[config.mk]
export PLATFORM = sky130hd
export DESIGN_NAME = ifa_crc_unit
export DESIGN_NICKNAME = d
export VERILOG_FILES = /design/src/rtl/ifa_pkg.sv /design/src/rtl/ifa_crc_unit.sv
export SDC_FILE = /design/constraint.sdc
export NUM_CORES = 1
export LEC_CHECK = 0
export BUFFER_PORTS_ARGS = -buffer_cell sky130_fd_sc_hd__buf_2
export CAP_MARGIN = 20
export CORE_UTILIZATION = 49
export CTS_CLUSTER_DIAMETER = 200
export DETAILED_ROUTE_END_ITERATION = 7
export PLACE_DENSITY = 0.77
export SETUP_SLACK_MARGIN = 0.4
export SLEW_MARGIN = 20
export SYNTH_ARGS = -nofsm -noshare
export SYNTH_HDL_FRONTEND = slang
export SYNTH_SLANG_ARGS = --single-unit
[constraint.sdc]
create_clock -name clk -period 1.68 [get_ports clk]
set_input_delay 0.336 -clock clk [delete_from_list [all_inputs] [get_ports clk]]
set_output_delay 0.336 -clock clk [all_outputs]
set_load 0.1 [all_outputs]
[src/rtl/ifa_pkg.sv]
// shared types, constants and register codes of the imu frame assembler
// no dependencies
package ifa_pkg;

  localparam int unsigned ID_W      = 29;
  localparam int unsigned PAY_W     = 64;
  localparam int unsigned BYTE_W    = 8;
  localparam int unsigned ADDR_W    = 5;
  localparam int unsigned DATA_W    = 32;
  localparam int unsigned IDX_W     = 6;
  localparam int unsigned SEQ_W     = 7;
  localparam int unsigned TICK_W    = 16;

  localparam int unsigned SEQ_WRAP_DEF = 127;

  localparam logic [31:0] CRC_POLY = 32'h04C1_1DB7;
  localparam logic [31:0] CRC_INIT = 32'hFFFF_FFFF;

  // packet byte positions
  localparam logic [IDX_W-1:0] IDX_FIRST     = 6'd0;
  localparam logic [IDX_W-1:0] IDX_REC_FIRST = 6'd4;
  localparam logic [IDX_W-1:0] IDX_REC_LAST  = 6'd31;
  localparam logic [IDX_W-1:0] IDX_LAST      = 6'd35;

  // register indexes (byte address / 4)
  localparam logic [2:0] REG_HEADER = 3'd0;
  localparam logic [2:0] REG_TEMP   = 3'd1;
  localparam logic [2:0] REG_STATUS = 3'd2;
  localparam logic [2:0] REG_ID_XY  = 3'd3;
  localparam logic [2:0] REG_ID_Z   = 3'd4;
  localparam logic [2:0] REG_PERIOD = 3'd5;

  localparam logic [31:0]       RST_HEADER = 32'h55FF_81FE;
  localparam logic [15:0]       RST_TEMP   = 16'd40;
  localparam logic [7:0]        RST_STATUS = 8'd119;
  localparam logic [ID_W-1:0]   RST_ID_XY  = 29'h102;
  localparam logic [ID_W-1:0]   RST_ID_Z   = 29'h103;
  localparam logic [TICK_W-1:0] RST_PERIOD = 16'd20;

  localparam logic CMD_FRAME = 1'b0;
  localparam logic CMD_TICK  = 1'b1;

  typedef struct packed {
    logic [31:0]        frame_header;
    logic signed [15:0] temperature;
    logic [7:0]         status_byte;
    logic [ID_W-1:0]    id_rate_xy;
    logic [ID_W-1:0]    id_rate_z;
    logic [TICK_W-1:0]  send_period;
  } cfg_t;

  typedef enum logic [1:0] {
    ST_IDLE,
    ST_CRC,
    ST_SEND
  } state_t;

endpackage

[src/rtl/ifa_crc_unit.sv]
// crc-32/mpeg-2 accumulator, one byte per step
// depends on ifa_pkg
module ifa_crc_unit
  import ifa_pkg::*;
(
  input  logic              clk,
  input  logic              rst,
  input  logic              init,
  input  logic              step,
  input  logic [BYTE_W-1:0] data,
  output logic [31:0]       crc
);

  logic [31:0] crc_next;

  // eight polynomial divisions of the byte, msb first
  always_comb begin
    crc_next = crc ^ {data, 24'd0};
    for (int b = 0; b < 8; b++) begin
      if (crc_next[31]) begin
        crc_next = {crc_next[30:0], 1'b0} ^ CRC_POLY;
      end else begin
        crc_next = {crc_next[30:0], 1'b0};
      end
    end
  end

  always_ff @(posedge clk) begin
    if (rst) begin
      crc <= '0;
    end else if (init) begin
      crc <= CRC_INIT;
    end else if (step) begin
      crc <= crc_next;
    end
  end

endmodule

---- After elaboration in Yosys (flattened, before gate mapping) ----
Index checks and enable logic that the tools add are counted.
Widths: inputs -> output; s select.
storage, ports and cells
  word-level logic and storage cells ...... 21
  output and inout port bits .............. 32
  register bits ........................... 32
operators by class
  muxes and demuxes ....................... 10
  bitwise operators ....................... 9
  reduce and logical (&&, ||, !) cells .... 1
operator list
  operator           number
  $mux 27            8
  $not 14->14        8
  $mux 32            2
  $xor 32x32->32     1
  $reduce_bool 2->1  1

---- Longest topological paths before layout ----
  depth in word-level cells ............... 19
  depth in mapped cells ................... 5
  gate-level depth less buffers ........... 5

---- Worst setup path after synthesis ----
Ideal clock, no wire load.
  kind .................................... register to register
  from .................................... register crc[30]
  to ...................................... register crc[12]
  setup time .............................. 0.132 ns
  buffers on the path ..................... 0
  data arrival time ....................... 2.362 ns
  path slack .............................. -0.814 ns
  stages on the path, launching flop included .. 6
  cell sequence ........................... dfxtp_1 xor2_4 xnor3_2 xnor3_1 nand2_1 a21oi_1
on the way
  longest elaborated chain between the ends .. 5
RTL lines
  item                    RTL line            text
  start, declared         ifa_crc_unit.sv:11  output logic [31:0] crc
  start signal, assigned  ifa_crc_unit.sv:34  crc <= crc_next;
  $xor 32x32->32          ifa_crc_unit.sv:18  crc_next = crc ^ {data, 24'd0};
  $mux 27 (2 in series)   ifa_crc_unit.sv:20  if (crc_next[31]) begin
  $mux 32                 ifa_crc_unit.sv:33  end else if (step) begin
  $mux 32                 ifa_crc_unit.sv:31  end else if (init) begin
No other way between the ends. The select of a mux whose other input is x is not followed.
A chain may end at the register's enable or synchronous reset.

---- Final worst setup path ----
  from .................................... register crc[30]
  to ...................................... register crc[10]
on the way
  longest elaborated chain between the ends .. 14
RTL lines
  item                          RTL line
  $xor 32x32->32 (*)            ifa_crc_unit.sv:18
  $mux 27 (*)                   ifa_crc_unit.sv:20
  $not 14->14 (no source line)  -
  $mux 27 (2 in series)         ifa_crc_unit.sv:20
  $not 14->14 (no source line)  -
  $mux 27                       ifa_crc_unit.sv:20
  $not 14->14 (no source line)  -
  $mux 27 (2 in series)         ifa_crc_unit.sv:20
  $not 14->14 (no source line)  -
  $mux 27 (*)                   ifa_crc_unit.sv:20
  $mux 32 (*)                   ifa_crc_unit.sv:33
  $mux 32 (*)                   ifa_crc_unit.sv:31
Every way passes the cells marked *; elsewhere a longest branch is shown, timed or not. The select of a mux whose other input is x is not followed.

==> metrics <==
status finished with violations; failing checks setup timing; DRC viols 0; Max-slew headroom 53.8%; Synth Instances 192; TritonRoute pass-1 iters 5; Tot Pwr 6.81 mW; clk slew on worst S/H paths 0.07 ns; Yosys cell types 23; shortest period the worst path allows 1.86 ns; Leak 1.69 nW; CTS root buf clkbuf_8; flops & latches, synth 32; max FFs per register 32; largest register by flop count crc; Setup CP Type reg2reg; initial antenna violation count 0; H-tree depth 2; Syn Std Cell Area 2040 sq um; largest registers crc (32); die area 4430 sq um; Final Hold Vio Count 0; RSZ-0062 raised after global routing yes; hold buffers post-CTS 0; Multi-input gate area 1710 sq um; DRT Wirelength 8.58 mm; CTS sink cnt 32; overall routing resource usage 30.3%; Power per Cell Area 1840 nW/um^2; Final period util 111%; register area share after synthesis 31.3%; WL per Instance 24.8 um; share of post-route cells with drive strength above 1 64.5%; Final ANT Viol Nets 0; first-pass GRT wire length 9.48 mm; Final Util 92.5%; hpwl dp 3.60 mm; Peak Freq 538 MHz; hold path depth 2; chip height 66.6 um; Starting DRT DRC Count 273; largest net degree at the start of global routing 20; area added between synthesis and finish 81.0%; R2R depth 8; fin. max-slew vios 0; fin nets 307; number of placement rows 23; core region area 4000 sq um; Avg Vias per Cell 6.03; fill cell count 121; Die X 66.6 um; global route overflow 0; critical path data arrival time 2.08 ns; worst-skew pair later-pin latency 0.29 ns; Hold Crit Class in2reg; Worst Path Required 1.90 ns; maxcap violations 0; Max VDD drop 1.27 mV; crit-path max FO 6; Setup crit end kind flop; Initial Util 51.1%; Sequential cell area 699 sq um; Ports 44; RD Place Congestion 0.812; setup ws final -0.179 ns; vias in the first global route 1,820; worst slew pin tran 0.692 ns; Yosys warning total 0; DR vias 2,086; port bufs 43; CTS buffer count 5; number of diodes 0; Final setup viols 18; Mapped Nets 204; Avg Cell Area, Syn 10.6 sq um; clock buffer depth 2; hold slack 0.475 ns; CP Launch Type flop; worst clock skew 0.00743 ns; TritonCTS clock tree built
-- critical path: stages, from the launching register on --
cell     delay, ns
dfxtp_4       0.37
xor2_4        0.17
buf_12        0.16
xor2_4        0.29
buf_6         0.16
buf_6         0.11
xnor3_1       0.23
o21a_1        0.21
nor2_1        0.10
-- stage by stage --
step	std cells	instance area (sq um)	setup TNS, ns	setup WS [ns]
after CTS	328	3300	0	0.0235
final	346	3700	-1.15	-0.179
after global placement	307	2720	-0.687	-0.132
after floorplan	192	2210	-0.784	-0.121
after global routing	346	3700	-1.98	-0.221
after detailed placement	307	2720	-1.14	-0.144
-- layout make-up --
cell class                 instances  area share, %
inverter                           2          0.203
timing repair buffer             107           30.2
clock inverter                     2          0.947
clock buffer                       6           1.96
sequential                        32           18.9
tap                               50           1.69
multi-input combinational        147           46.1
-- kinds of logic (layout without fill, tap and decap cells) --
group	count (synthesis)	in the layout	synth area share (%)
muxes	11	11	5.39
and+or+nand+nor	24	24	4.71
xor gates and xnor gates	65	65	43.7
buffers and inverters	13	117	2.39
DFF	32	32	31.3
AOI/OAI and AO/OA	47	47	12.5
-- cells in the final DEF (no fill, tap or decap), types with 5 or more instances in the layout --
master	count
a21oi_1	33
nand2_1	13
buf_12	11
mux2i_1	11
clkbuf_8	5
buf_4	32
dfxtp_4	8
buf_2	11
dfxtp_2	23
buf_6	52
xnor2_2	13
nor3_1	5
xnor3_1	6
xnor2_1	12
xnor2_4	13
xor2_1	6
-- power breakdown --
| group | switching, mW | internal [mW] | total [mW] |
|---|---|---|---|
| Combinational | 2.57 | 2.34 | 4.90 |
| Clock | 0.310 | 0.440 | 0.750 |
| Sequential | 0.224 | 0.935 | 1.16 |
| Total | 3.10 | 3.71 | 6.81 |
-- synthesized netlist by cell type --
cell type | instances | area (sq um)
nand2_1 | 14 | 52.6
xnor3_1 | 8 | 180
xnor2_1 | 30 | 263
inv_1 | 2 | 7.51
o21ai_0 | 4 | 20.0
nor2_1 | 5 | 18.8
a211oi_1 | 4 | 30.0
mux2i_1 | 11 | 110
nor3_1 | 5 | 25.0
xor2_1 | 11 | 96.3
dfxtp_1 | 32 | 641
xor3_4 | 1 | 27.5
a311oi_1 | 1 | 8.76
a21oi_1 | 36 | 180
xor2_4 | 2 | 55.1
clkbuf_1 | 10 | 37.5
xnor3_2 | 1 | 23.8
buf_1 | 1 | 3.75
xnor2_2 | 6 | 97.6
xor3_1 | 4 | 95.1
xnor2_4 | 2 | 55.1
o21a_1 | 1 | 7.51
o31a_1 | 1 | 8.76
-- final timing paths --
| path | from | endpoint | slack, ns |
|---|---|---|---|
| min reg2reg | crc[16] | crc[16] | 0.60 |
| max reg2reg | crc[30] | crc[10] | -0.18 |
| max | crc[30] | crc[10] | -0.18 |
| min | rst | crc[0] | 0.48 |
-- layer usage --
layer / track usage, % / vias to the layer above / share of wire (%)
met2: 53.8 / 169 / 49
met3: 6.16 / 51 / 8.0
li1: - / 856 / -
met5: 0 / - / 0
met4: 9.57 / 0 / 6.4
met1: 36.1 / 1010 / 37
-- timing repair --
item / 4_1_cts / 5_1_grt
pin swaps: 10 / 26
gates cloned: 0 / 0
gates resized for setup: 96 / 49
setup buffers: 13 / 18
setup endpoints to repair: 63 / 46
Power figures use the tool's default switching activity.
