$ cat src/rtl/ifa_pkg.sv
// shared types, constants and register codes of the imu frame assembler
// no dependencies
package ifa_pkg;

  localparam int unsigned ID_W      = 29;
  localparam int unsigned PAY_W     = 64;
  localparam int unsigned BYTE_W    = 8;
  localparam int unsigned ADDR_W    = 5;
  localparam int unsigned DATA_W    = 32;
  localparam int unsigned IDX_W     = 6;
  localparam int unsigned SEQ_W     = 7;
  localparam int unsigned TICK_W    = 16;

  localparam int unsigned SEQ_WRAP_DEF = 127;

  localparam logic [31:0] CRC_POLY = 32'h04C1_1DB7;
  localparam logic [31:0] CRC_INIT = 32'hFFFF_FFFF;

  // packet byte positions
  localparam logic [IDX_W-1:0] IDX_FIRST     = 6'd0;
  localparam logic [IDX_W-1:0] IDX_REC_FIRST = 6'd4;
  localparam logic [IDX_W-1:0] IDX_REC_LAST  = 6'd31;
  localparam logic [IDX_W-1:0] IDX_LAST      = 6'd35;

  // register indexes (byte address / 4)
  localparam logic [2:0] REG_HEADER = 3'd0;
  localparam logic [2:0] REG_TEMP   = 3'd1;
  localparam logic [2:0] REG_STATUS = 3'd2;
  localparam logic [2:0] REG_ID_XY  = 3'd3;
  localparam logic [2:0] REG_ID_Z   = 3'd4;
  localparam logic [2:0] REG_PERIOD = 3'd5;

  localparam logic [31:0]       RST_HEADER = 32'h55FF_81FE;
  localparam logic [15:0]       RST_TEMP   = 16'd40;
  localparam logic [7:0]        RST_STATUS = 8'd119;
  localparam logic [ID_W-1:0]   RST_ID_XY  = 29'h102;
  localparam logic [ID_W-1:0]   RST_ID_Z   = 29'h103;
  localparam logic [TICK_W-1:0] RST_PERIOD = 16'd20;

  localparam logic CMD_FRAME = 1'b0;
  localparam logic CMD_TICK  = 1'b1;

  typedef struct packed {
    logic [31:0]        frame_header;
    logic signed [15:0] temperature;
    logic [7:0]         status_byte;
    logic [ID_W-1:0]    id_rate_xy;
    logic [ID_W-1:0]    id_rate_z;
    logic [TICK_W-1:0]  send_period;
  } cfg_t;

  typedef enum logic [1:0] {
    ST_IDLE,
    ST_CRC,
    ST_SEND
  } state_t;

endpackage

$ cat src/rtl/ifa_cfg_regs.sv
// apb configuration registers of the imu frame assembler
// depends on ifa_pkg
module ifa_cfg_regs
  import ifa_pkg::*;
(
  input  logic              clk,
  input  logic              rst,
  input  logic              psel,
  input  logic              penable,
  input  logic              pwrite,
  input  logic [ADDR_W-1:0] paddr,
  input  logic [DATA_W-1:0] pwdata,
  output logic [DATA_W-1:0] prdata,
  output logic              pready,
  output cfg_t              cfg
);

  logic       wr_en;
  logic [2:0] reg_idx;

  assign pready  = 1'b1;
  assign reg_idx = paddr[ADDR_W-1:2];
  assign wr_en   = psel && penable && pwrite;

  always_ff @(posedge clk) begin
    if (rst) begin
      cfg.frame_header <= RST_HEADER;
      cfg.temperature  <= RST_TEMP;
      cfg.status_byte  <= RST_STATUS;
      cfg.id_rate_xy   <= RST_ID_XY;
      cfg.id_rate_z    <= RST_ID_Z;
      cfg.send_period  <= RST_PERIOD;
    end else if (wr_en) begin
      unique case (reg_idx)
        REG_HEADER: cfg.frame_header <= pwdata;
        REG_TEMP:   cfg.temperature  <= pwdata[15:0];
        REG_STATUS: cfg.status_byte  <= pwdata[7:0];
        REG_ID_XY:  cfg.id_rate_xy   <= pwdata[ID_W-1:0];
        REG_ID_Z:   cfg.id_rate_z    <= pwdata[ID_W-1:0];
        REG_PERIOD: cfg.send_period  <= pwdata[TICK_W-1:0];
        default: begin
        end
      endcase
    end
  end

  always_comb begin
    unique case (reg_idx)
      REG_HEADER: prdata = cfg.frame_header;
      REG_TEMP:   prdata = {16'd0, cfg.temperature};
      REG_STATUS: prdata = {24'd0, cfg.status_byte};
      REG_ID_XY:  prdata = {3'd0, cfg.id_rate_xy};
      REG_ID_Z:   prdata = {3'd0, cfg.id_rate_z};
      REG_PERIOD: prdata = {16'd0, cfg.send_period};
      default:    prdata = '0;
    endcase
  end

endmodule

$ cat config.mk
export PLATFORM = sky130hd
export DESIGN_NAME = ifa_cfg_regs
export DESIGN_NICKNAME = d
export VERILOG_FILES = /design/src/rtl/ifa_pkg.sv /design/src/rtl/ifa_cfg_regs.sv
export SDC_FILE = /design/constraint.sdc
export NUM_CORES = 1
export LEC_CHECK = 0
export BUFFER_PORTS_ARGS = -buffer_cell sky130_fd_sc_hd__buf_4
export CORE_MARGIN = 2
export CORE_UTILIZATION = 46
export CTS_CLUSTER_SIZE = 16
export DETAILED_ROUTE_END_ITERATION = 10
export PLACE_DENSITY_LB_ADDON = 0.15
export SETUP_SLACK_MARGIN = 0.15
export SLEW_MARGIN = 20
export SYNTH_ARGS = -nofsm -noshare
export SYNTH_HDL_FRONTEND = slang
export SYNTH_SLANG_ARGS = --single-unit
$ cat constraint.sdc
create_clock -name clk -period 1.16 [get_ports clk]
set_input_delay 0.116 -clock clk [delete_from_list [all_inputs] [get_ports clk]]
set_output_delay 0.116 -clock clk [all_outputs]
set_load 0.02 [all_outputs]
=== Word level (Yosys, flattened, before mapping) ===
Index checks and enable logic that the tools add are counted.

* Latch bits: 0
* Memories kept: 0
* Output and inout bits: 163
* Word-level logic and storage cells: 21
* Memory bits (read-only): 0
* Register bits after elaboration: 130
* Bits in writable memories: 0

* Equal/unequal tests: 5
* Shift operators: 0
* Bitwise operators: 0
* Multiply operators: 0
* Reductions and logical operators: 9
* Muxes and demuxes: 1
* Magnitude comparators: 0
* Add/sub/neg operators: 0
* Divide/modulo/power cells: 0

{| class="wikitable"
|+ Operators by type and width
! operator !! count
|-
| $pmux W32 S6 || 1
|-
| $reduce_and A2 Y1 || 6
|-
| $eq A3 B2 Y1 const B || 2
|-
| $eq A3 B3 Y1 const B || 2
|-
| $eq A3 B1 Y1 const B || 1
|-
| $logic_not A3 Y1 || 1
|-
| $logic_and A1 B1 Y1 || 2
|}

=== Logic depth before layout (Yosys ltp) ===
Gate-level depths: netlist (run 1).

* Depth after elaboration: 3
* Mapped depth: 7
* Depth with buffers taken out: 3

=== Worst setup path before layout (run 1) ===
OpenSTA, ideal clock, no wires.

* Path type: input to output
* Start point: input paddr[3]
* End point: output prdata[29]
* Cell stages on the path: 5
* Path slack: -0.251 ns
* Buffers on the path: 3
* Data arrival time: 1.295 ns
* Cell sequence: buf_6 > or2_1 > buf_4 > clkbuf_1 > nor3b_1

* Word-level cells in the longest chain between the ends: 2
* Elaborated cells between the ends (all ways): 7
* Those cells by class: 5 x eq/ne; 1 x mux; 1 x reduce/logical

{| class="wikitable"
|+ RTL lines
! item !! RTL line !! RTL
|-
| start: declaration || ifa_cfg_regs.sv:11 || <nowiki>input logic [ADDR_W-1:0] paddr,</nowiki>
|-
| $eq A3 B3 Y1 (tied with other cells) || ifa_cfg_regs.sv:48 || <nowiki>unique case (reg_idx)</nowiki>
|-
| $pmux W32 S6 * || ifa_cfg_regs.sv:48 ||
|-
| end: declaration || ifa_cfg_regs.sv:13 || <nowiki>output logic [DATA_W-1:0] prdata,</nowiki>
|}

Mark *: on every way between the ends. The rest lies on a longest branch, timed or not.

=== Worst setup path after layout (run 1) ===
* Start point: register cfg[97] (netlist bit)
* End point: output prdata[15]

* Word-level cells in the longest chain between the ends: 1

{| class="wikitable"
|+ RTL lines
! item !! RTL line !! RTL
|-
| start: declaration || ifa_cfg_regs.sv:15 || <nowiki>output cfg_t cfg</nowiki>
|-
| $pmux W32 S6 || ifa_cfg_regs.sv:48 ||
|}

Every way passes these cells.

==> impl_metrics.csv, run 1 <==
group,metric,value,unit
status,status,"finished with violations",
status,violations,"setup timing",
placed_design,port_buffers,201,
placed_design,dp.cells,1099,
worst_hold_path,min_path_type,"input pin to flop",
logic_synthesis,synth_cell_types,38,
finish,diodes,0,
setup_path,critPathMaxFanout,2,
sta,worst_slack,-507,ps
finish,largest_reg_flops,130,
logic_synthesis,synth_top_family_by_area,"compound AO/OA/AOI/OAI gates",
finish,reg_top3,"cfg (130)",
pwr,power_frac_seq,38.3,%
setup_path,cp_top_family,"flip-flops",
sta,maxSlewViolCount,0,
placed_design,preCtsSetupSlack,-278,ps
grt,grt_pass1_wl,41.7,mm
grt,antenna_found_initial,0,
logic_synthesis,syn-num-nets,755,
setup_path,critPathArrivalTime,1550,ps
logic_synthesis,yosys_warnings,0,
drt,first_iter_violations,943,
finish,drive_gt1_share,58.7,%
placed_design,hpwlAfterDp,15.7,mm
die,coreArea,13100,µm²
sta,setup_tns,-8680,ps
grt,overflow,0,
sta,min_period,1670,ps
finish,fin_nets,1074,
sta,rsz0062_at_grt,"true",
setup_path,slowest_stage,"dfxtp_2",
placed_design,dpl-instance-area,8830,µm²
finish,area_growth,89.8,%
pwr,clock_power_share,46.3,%
finish,largest_register,"cfg",
pwr,power.density,1010,nW/µm²
pwr,ir_drop,0.000807,V
sta,setup_viol,40,
sta,max_freq,600,MHz
die,initial_core_util,46.6,%
logic_synthesis,syn-cell-area,6090,µm²
grt,grt_max_degree,68,
die,ios,205,
clock_tree,cts_inserted_buffers,17,
setup_path,end_kind,"output port",
clock_tree,clkSinkCount,130,
placed_design,place_congestion,0.952,
clock_tree,clkTransAtPathRegs,60,ps
logic_synthesis,async_reset_ff_share,0,%
drt,via_per_inst,6.32,
sta,hold_slack,17.8,ps
die,die_y,119,µm
finish,fin_area,11600,µm²
job,max_cap_violations,0,
setup_path,critPathKind,"flop to output port",
drt,ant_nets,0,
clock_tree,htree_levels,4,
pwr,internal-power,8.69,mW
logic_synthesis,synthSimpleGateAreaFrac,15.2,%
pwr,combPwrFrac,15.4,%
logic_synthesis,synth-xor-area-share,0,%
logic_synthesis,synth.area.mux_share,11.6,%
drt,post_drt_wl_per_cell,24.3,µm
pwr,switching_share,25.5,%
pwr,switchingPower,2.98,mW
drt,drc,0,
logic_synthesis,synth_edf_count,0,
die,die_w,119,µm
clock_tree,cts_root_buf,"clkbuf_16",
setup_path,cp-start-kind,"flop",
logic_synthesis,yosys_most_used_dff,"dfxtp_1",
sta,hold_viol,0,
drt,vias,7720,
setup_path,cp_slowest_stage_delay,320,ps
logic_synthesis,synth.avg_cell_area,8.54,µm²
grt,grt_pass1_vias,7485,
logic_synthesis,synth-seq-cells,130,
setup_path,worstPathRequired,1040,ps
finish,final-instance-count-excl-fill,1221,
grt,track_usage,37.6,%
drt,wirelength,29.7,mm
drt,dr.pass1.iters,6,
logic_synthesis,synth_fa_ha_area_share,0,%
setup_path,path_cells,"mux2_2 -> a221oi_4 -> nor2_4 -> buf_4",
clock_tree,tritoncts,"done",
logic_synthesis,seq_area_frac_synth,42.7,%
logic_synthesis,synth_compound_area_share,23.1,%
logic_synthesis,postSynthCellCount,713,
die,fp-row-count,42,
sta,period_share,144,%
setup_path,critPathBufInv,1,
clock_tree,clock_path_buffers,2,
die,die_area,14200,µm²
sta,clock-skew-final,0,ps
clock_tree,insertion_delay,420,ps
pwr,p_leak,4.51,nW
setup_path,rrSetupSlack,160,ps
[placed cells by master, fill, tap and decap left out, drive strengths merged, types with 2 or more instances in the layout]
master,netlist,layout
buf,43,348
dfxtp,130,130
o21ai,99,99
nand3,94,94
a21oi,94,94
nor2,64,64
mux2i,54,54
dlygate4sd3,0,31
clkbuf,38,30
a22oi,27,27
mux2,15,15
o2bb2ai,13,13
o22ai,9,9
nand2,5,5
nor2b,4,4
o22a,3,3
nor3b,3,3
nand2b,3,3
nand4b,3,3
a221o,2,2
clkinv,0,2
bufinv,0,2
and2,2,2
[metal layers]
layer	part of all wire, %	track usage [%]	vias up
met1	35	43.8	3739
met2	51	66.4	594
li1	-	-	3233
met3	8.3	6.32	154
met4	5.7	18.5	0
met5	0	0	-
[logic make-up after synthesis]
group | count (synthesis)
and+or+nand+nor | 182
DFF | 130
muxes | 69
AOI/OAI and AO/OA | 250
buffers and inverters | 81
other | 1
[Yosys cell counts, types with 13 or more instances]
| cell type | number | share of area, % |
|---|---|---|
| dfxtp_1 | 130 | 43 |
| a21oi_1 | 94 | 7.7 |
| nand3_1 | 94 | 7.7 |
| o21ai_0 | 91 | 7.5 |
| nor2_1 | 60 | 3.7 |
| mux2i_1 | 54 | 8.9 |
| clkbuf_1 | 36 | 2.2 |
| a22oi_1 | 27 | 3.3 |
| buf_2 | 25 | 2.1 |
| mux2_2 | 15 | 2.8 |
| o2bb2ai_1 | 13 | 1.9 |
[stage by stage]
stage | total power [mW] | utilization (%)
after floorplan | 5.41 | -
after global placement | 6.00 | 67.5
after detailed placement | 6.03 | 67.5
after CTS | 11.5 | 84.8
after global routing | 11.9 | 88.4
final | 11.7 | 88.4
[timing repair]
item,4_1_cts,5_1_grt
gates resized for setup,356,84
pin swaps,28,18
setup buffers,39,16
hold endpoints to repair,78,0
gates cloned,2,2
hold buffers,31,0
endpoints found under the setup margin,161,187
[tightest hold or removal path: stages]
cell     delay (ps)
buf_4           160
nand3_4          70
a21oi_2          50
[final timing paths]
path | startpoint | endpoint | depth (start not counted)
max | cfg[97]$_SDFFE_PP0P_ | prdata[15] | 4
max reg2reg | cfg[128]$_SDFFE_PP1P_ | cfg[128]$_SDFFE_PP1P_ | 4
min reg2reg | cfg[94]$_SDFFE_PP0P_ | cfg[94]$_SDFFE_PP0P_ | 2
min | pwdata[11] | cfg[27]$_SDFFE_PP0P_ | 3
[power groups by stage]
| stage | combinational [mW] | clock, mW | sequential, mW |
|---|---|---|---|
| after floorplan | 0.754 | 0 | 4.66 |
| after global placement | 1.38 | 0 | 4.63 |
| after detailed placement | 1.40 | 0 | 4.63 |
| after CTS | 1.63 | 5.34 | 4.50 |
| after global routing | 1.84 | 5.56 | 4.47 |
| final | 1.80 | 5.40 | 4.46 |
[final cells by class]
| cell class | count | area [µm²] |
|---|---|---|
| Clock buffer | 28 | 517 |
| Clock inverter | 4 | 70.1 |
| Fill cell | 572 | 1520 |
| Multi-Input combinational cell | 502 | 3720 |
| Sequential cell | 130 | 2850 |
| Tap cell | 176 | 220 |
| Timing Repair Buffer | 381 | 4180 |
Note: power is estimated with default switching activity, not from simulation.
==> inputs of run 2 (changes only) <==
--- a/config.mk
+++ b/config.mk
@@ -7,4 +7,5 @@
 export LEC_CHECK = 0
 export BUFFER_PORTS_ARGS = -buffer_cell sky130_fd_sc_hd__buf_4
+export CAP_MARGIN = 20
 export CORE_MARGIN = 2
 export CORE_UTILIZATION = 46
==> constraint.sdc (replaced) <==
create_clock -name clk -period 1.16 [get_ports clk]
set_input_delay 0.232 -clock clk [delete_from_list [all_inputs] [get_ports clk]]
set_output_delay 0.232 -clock clk [all_outputs]
set_load 0.02 [all_outputs]
==> impl_metrics.csv, run 2 <==
group,metric,value,unit
logic_synthesis,syn-cell-area,6090,µm²
die,initial_core_util,46.6,%
clock_tree,clock_path_buffers,2,
logic_synthesis,yosys-top-cells-count,"dfxtp_1 (130), a21oi_1 (94), nand3_1 (94), o21ai_0 (91), nor2_1 (60)",
logic_synthesis,synth.avg_cell_area,8.54,µm²
logic_synthesis,seq_area_frac_synth,42.7,%
status,stop_stage,"global routing (5_1_grt)",
die,die_y,119,µm
logic_synthesis,postSynthCellCount,713,
logic_synthesis,yosys_warnings,0,
clock_tree,cts_inserted_buffers,17,
clock_tree,cts_hold_buf,0,
logic_synthesis,yosys_most_used_dff,"dfxtp_1",
logic_synthesis,synth.largest_area_cell,"dfxtp_1",
logic_synthesis,synth_compound_area_share,23.1,%
clock_tree,htree_levels,4,
placed_design,port_buffers,201,
logic_synthesis,synth_edf_count,0,
logic_synthesis,synth_top_area_share,42.7,%
grt,grt_max_degree,61,
placed_design,hpwlAfterDp,16.4,mm
logic_synthesis,synth_top_family_by_area,"compound AO/OA/AOI/OAI gates",
logic_synthesis,synth_area_leaders,"dfxtp_1 (43%), mux2i_1 (8.9%), a21oi_1 (7.7%)",
logic_synthesis,synth-seq-cells,130,
logic_synthesis,synth.most_common_cell,"dfxtp_1",
die,fp-row-count,42,
logic_synthesis,syn-num-nets,755,
placed_design,place_congestion,1.00,
logic_synthesis,async_reset_ff_share,0,%
clock_tree,clkSinkCount,130,
status,error_line,"[ERROR DPL-0038] Utilization greater than 100%, impossible to legalize",
logic_synthesis,synth.area.mux_share,11.6,%
logic_synthesis,synth-xor-area-share,0,%
logic_synthesis,synthSimpleGateAreaFrac,15.2,%
sta,worst_path_end_type,"top-level output",
die,die_w,119,µm
die,ios,205,
sta,worstEndpointGrtRepair,"prdata[15]",
clock_tree,cts_root_buf,"clkbuf_16",
status,status,"did not finish",
logic_synthesis,synth_cell_types,38,
logic_synthesis,synth_fa_ha_area_share,0,%
-- run 2: timing repair --
item,in CTS
endpoints found under the setup margin,278
pin swaps,43
gates resized for setup,445
gates cloned,15
setup buffers,32
-- run 2: per-stage QoR --
stage / cells / setup WS, ps / hold slack, ps / instance area, µm²
detailed placement: 1129 / -456 / 488 / 9280
CTS: 1208 / -575 / 63.8 / 12000
global placement: 1129 / -406 / 469 / 9280
floorplan: 713 / -235 / 363 / 7100
-- run 2: logic make-up after synthesis --
family          Yosys count
compound gates          250
buf+inv                  81
flops                   130
mux                      69
other cells               1
simple gates            182
==> inputs of run 3 (changes only) <==
- CORE_UTILIZATION: 46 -> 35
- CTS_CLUSTER_SIZE: 16 -> default
- SETUP_SLACK_MARGIN: 0.15 -> default
- clock period: 1.16 -> 1.5 ns (I/O delays scaled with it)
==> impl_metrics.csv, run 3 (same netlist as run 1, synthesis figures left out) <==
group,metric,value,unit
drt,ant_nets,0,
job,max_cap_violations,0,
sta,worst_slack,-265,ps
sta,hold_slack,147,ps
setup_path,worstRegToRegCells,2,
clock_tree,clock_path_buffers,2,
die,ios,205,
finish,diodes,0,
grt,grt_max_degree,67,
setup_path,slowest_stage,"dfxtp_2",
sta,clock-skew-final,0,ps
die,die_y,136,µm
drt,wirelength,24.9,mm
setup_path,rrSetupSlack,680,ps
finish,area_growth,67.3,%
finish,fin_nets,996,
sta,rsz0062_at_grt,"true",
sta,period_share,118,%
clock_tree,clkTransAtPathRegs,60,ps
grt,grt_pass1_vias,6599,
die,initial_core_util,35.5,%
placed_design,hpwlAfterDp,16.8,mm
placed_design,dp.cells,1129,
finish,final_common_cell,"buf_4",
sta,setup_viol,29,
die,coreArea,17200,µm²
finish,fin_area,10200,µm²
status,violations,"setup timing",
placed_design,dpl-instance-area,8530,µm²
worst_hold_path,holdPathEnd,"cfg[8]$_SDFFE_PP0P_",
drt,first_iter_violations,419,
finish,largest_reg_flops,130,
grt,overflow,0,
die,die_w,136,µm
clock_tree,cts_hold_buf,0,
worst_hold_path,min_path_type,"input pin to flop",
sta,min_period,1770,ps
status,status,"finished with violations",
setup_path,path_cells,"mux2_4 -> a221oi_4 -> nor2_4 -> buf_6",
drt,via_per_inst,5.63,
setup_path,cp_top_family,"flip-flops",
sta,hold_viol,0,
pwr,p_leak,4.02,nW
placed_design,preCtsSetupSlack,-270,ps
drt,post_drt_wl_per_cell,20.8,µm
drt,drc,0,
finish,reg_top3,"cfg (130)",
placed_design,port_buffers,201,
setup_path,critPathKind,"flop to output port",
drt,vias,6712,
setup_path,r2r_start,"cfg[40]$_SDFFE_PP0P_",
clock_tree,tritoncts,"done",
setup_path,critPathArrivalTime,1470,ps
setup_path,worstPathRequired,1200,ps
worst_hold_path,holdCritStartpoint,"pwdata[8]",
clock_tree,clkSinkCount,130,
placed_design,place_congestion,0.900,
drt,dr.pass1.iters,5,
setup_path,critPathBufInv,1,
setup_path,end_kind,"output port",
setup_path,cp-start-kind,"flop",
clock_tree,insertion_delay,410,ps
worst_hold_path,hold_depth,3,
pwr,power.density,976,nW/µm²
sta,max_freq,566,MHz
clock_tree,cts_root_buf,"clkbuf_16",
finish,final-instance-count-excl-fill,1192,
grt,grt_pass1_wl,37.3,mm
pwr,ir_drop,0.000798,V
finish,drive_gt1_share,47.7,%
setup_path,reg2reg_to,"cfg[40]$_SDFFE_PP0P_",
setup_path,critPathMaxFanout,2,
grt,track_usage,26.4,%
finish,num-fill-cells,1475,
finish,largest_register,"cfg",
clock_tree,cts_inserted_buffers,17,
sta,maxSlewViolCount,0,
grt,antenna_found_initial,0,
die,die_area,18500,µm²
clock_tree,htree_levels,4,
setup_path,cp_slowest_stage_delay,320,ps
finish,mostFrequentLayoutCells,"buf_4 (231), nand3_1 (94), a21oi_1 (94), dfxtp_1 (92), o21ai_0 (87)",
die,fp-row-count,48,
[run 3: through the flow]
step | util, % | TNS [ps] | power [mW]
after floorplan | - | -206 | 4.12
after global placement | 49.6 | -14430 | 4.61
after detailed placement | 49.6 | -15750 | 4.62
after CTS | 59.0 | -4630 | 9.99
after global routing | 59.3 | -5460 | 10.2
final | 59.3 | -4390 | 9.95
[run 3: how the worst max path moves through the flow]
stage               slack, ps         end  cells past startpoint                  from
floorplan                 -30   prdata[0]                      4              paddr[2]
global placement         -260   prdata[3]                      5              paddr[3]
detailed placement       -270   prdata[3]                      5              paddr[2]
CTS                      -320  prdata[15]                      4  cfg[97]$_SDFFE_PP0P_
global route             -320  prdata[15]                      4  cfg[60]$_SDFFE_PP0P_
finish                   -270  prdata[15]                      4  cfg[97]$_SDFFE_PP0P_
[run 3: what timing repair did]
| action | 4_1_cts | 5_1_grt |
|---|---|---|
| setup endpoints to repair | 32 | 32 |
| buffers inserted | 22 | 3 |
| hold endpoints to repair | 0 | 0 |
| pin swaps | 26 | 11 |
| gates cloned | 6 | 0 |
| resized for setup | 133 | 16 |
[run 3: area by class of cell]
cell class	count	area [µm²]	area share, %
clock buffer	18	429	4.21
clock inverter	14	308	3.02
multi-input combinational	502	3620	35.5
sequential	130	2650	26.0
tap	225	282	2.76
timing repair buffer	303	2900	28.5
[run 3: tightest hold or removal path, delay by kind of cell]
family | cells | cell delay (ps)
buf+inv | 1 | 120
simple gates | 1 | 60
compound gates | 1 | 50
[run 3: report_power, final]
group	switching (mW)	internal [mW]
clock	1.57	3.62
sequential	0.0257	3.48
combinational	0.682	0.571
total	2.28	7.67
[run 3: metal layers]
layer  GRT usage, %  vias to the layer above  wire, µm
li1               -                     3072         -
met5              0                        -         0
met2           44.6                      294     12300
met3           5.93                       46      1490
met4           10.2                        0       609
met1           32.8                     3300     10400
==> inputs of run 4 (changes only) <==
- SETUP_SLACK_MARGIN: default -> 0.4
==> impl_metrics.csv, run 4 (same netlist as run 1, synthesis figures left out) <==
group,metric,value,unit
status,status,"finished with violations",
status,violations,"setup timing",
drt,via_per_inst,5.56,
finish,fin_nets,1034,
setup_path,worstRegToRegCells,4,
sta,max_freq,562,MHz
clock_tree,cts_root_buf,"clkbuf_16",
pwr,power_frac_seq,39.2,%
pwr,clock_power_share,45.7,%
pwr,finalPower,8.79,mW
setup_path,critPathArrivalTime,1480,ps
finish,mostFrequentLayoutCells,"buf_6 (212), a21oi_1 (89), dfxtp_2 (87), buf_4 (86), o21ai_1 (63)",
sta,min_period,1780,ps
pwr,switching_share,26.4,%
clock_tree,clock_path_buffers,2,
die,die_w,136,µm
pwr,combPwrFrac,15.2,%
setup_path,cp-start-kind,"flop",
pwr,switchingPower,2.32,mW
grt,track_usage,26.6,%
drt,vias,6831,
finish,diodes,0,
die,fp-row-count,48,
sta,setup_tns,-3440,ps
clock_tree,cts_inserted_buffers,17,
finish,final_util,67.7,%
die,die_y,136,µm
drt,drc,0,
sta,setup_viol,29,
finish,area_growth,90.8,%
job,max_cap_violations,0,
sta,period_share,119,%
placed_design,hpwlAfterDp,16.6,mm
placed_design,port_buffers,201,
worst_hold_path,holdCritStartpoint,"pwdata[31]",
sta,rsz0062_at_grt,"true",
finish,num-fill-cells,1342,
worst_hold_path,hold_depth,3,
clock_tree,htree_levels,4,
finish,reg_top3,"cfg (130)",
drt,first_iter_violations,391,
finish,largest_register,"cfg",
setup_path,critPathKind,"flop to output port",
grt,grt_max_degree,51,
worst_hold_path,min_path_type,"input pin to flop",
worst_hold_path,holdPathEnd,"cfg[129]$_SDFFE_PP0P_",
drt,ant_nets,0,
clock_tree,insertion_delay,430,ps
drt,wirelength,25.6,mm
clock_tree,clkSinkCount,130,
pwr,ir_drop,0.000849,V
grt,grt_pass1_vias,6818,
setup_path,reg2reg_to,"cfg[114]$_SDFFE_PP1P_",
clock_tree,clkTransAtPathRegs,60,ps
drt,post_drt_wl_per_cell,20.8,µm
grt,antenna_found_initial,0,
placed_design,place_congestion,0.881,
pwr,p_leak,4.42,nW
die,initial_core_util,35.5,%
die,ios,205,
placed_design,dpl-instance-area,8980,µm²
setup_path,r2r_start,"cfg[114]$_SDFFE_PP1P_",
grt,grt_pass1_wl,38.0,mm
pwr,internal-power,6.47,mW
drt,dr.pass1.iters,5,
setup_path,rrSetupSlack,650,ps
die,die_area,18500,µm²
finish,largest_reg_flops,130,
die,coreArea,17200,µm²
sta,maxSlewViolCount,0,
placed_design,preCtsSetupSlack,-283,ps
sta,clock-skew-final,0,ps
clock_tree,tritoncts,"done",
sta,hold_viol,0,
finish,fin_area,11600,µm²
setup_path,end_kind,"output port",
sta,worst_slack,-280,ps
finish,final_common_cell,"buf_6",
finish,drive_gt1_share,65.5,%
setup_path,worstPathRequired,1200,ps
grt,overflow,0,
pwr,power.density,756,nW/µm²
setup_path,critPathMaxFanout,3,
-- run 4: cell types whose count changed in the layout (fill, tap and decap cells not counted), sizes merged --
cell,before,now
bufinv,9,2
clkinv,3,7
buf,302,336
clkbuf,18,24
-- run 4: worst max-delay path: stages (launching register included) --
cell,delay [ps]
dfxtp_4,360
mux2i_1,150
o21ai_1,100
a221o_1,300
buf_6,140
-- run 4: repair_timing --
| item | in CTS | in global routing |
|---|---|---|
| buffers inserted | 37 | 25 |
| gates resized for setup | 371 | 114 |
| cloned | 4 | 5 |
| pin swaps | 30 | 55 |
| endpoints found under the setup margin | 288 | 220 |
| hold buffers | 0 | 0 |
-- run 4: through the flow --
| stage | cells | hold slack, ps |
|---|---|---|
| final | 1229 | 128 |
| after CTS | 1199 | 123 |
| after global placement | 1127 | 476 |
| after detailed placement | 1127 | 472 |
| after floorplan | 713 | 431 |
| after global routing | 1229 | 148 |
-- run 4: area by class of cell --
cell class	instances	area [µm²]	share of cell area, %
Multi-Input combinational cell	502	3980	34.2
Clock buffer	20	447	3.84
Clock inverter	11	114	0.980
Timing Repair Buffer	341	3930	33.8
Tap cell	225	282	2.42
Sequential cell	130	2870	24.7
-- run 4: how the worst max path moves through the flow --
stage | start | endpoint
after CTS | cfg[97]$_SDFFE_PP0P_ | prdata[15]
after global routing | cfg[101]$_SDFFE_PP1P_ | prdata[3]
final | cfg[101]$_SDFFE_PP1P_ | prdata[3]
after global placement | paddr[3] | prdata[4]
after floorplan | paddr[2] | prdata[0]
after detailed placement | paddr[3] | prdata[4]
-- run 4: power by group through the flow --
stage | combinational, mW | clock (mW) | sequential [mW]
final | 1.33 | 4.01 | 3.44
after global routing | 1.39 | 4.22 | 3.44
after CTS | 1.25 | 4.05 | 3.48
after detailed placement | 1.12 | 0 | 3.58
after global placement | 1.10 | 0 | 3.58
after floorplan | 0.639 | 0 | 3.60
-- run 4: metal layers --
metal | track usage [%] | vias to the layer above | wire length (µm)
met1 | 33.4 | 3359 | 10400
met5 | 0 | - | 0
met4 | 8.45 | 0 | 489
li1 | - | 3166 | -
met2 | 45.9 | 264 | 13100
met3 | 5.15 | 42 | 1490
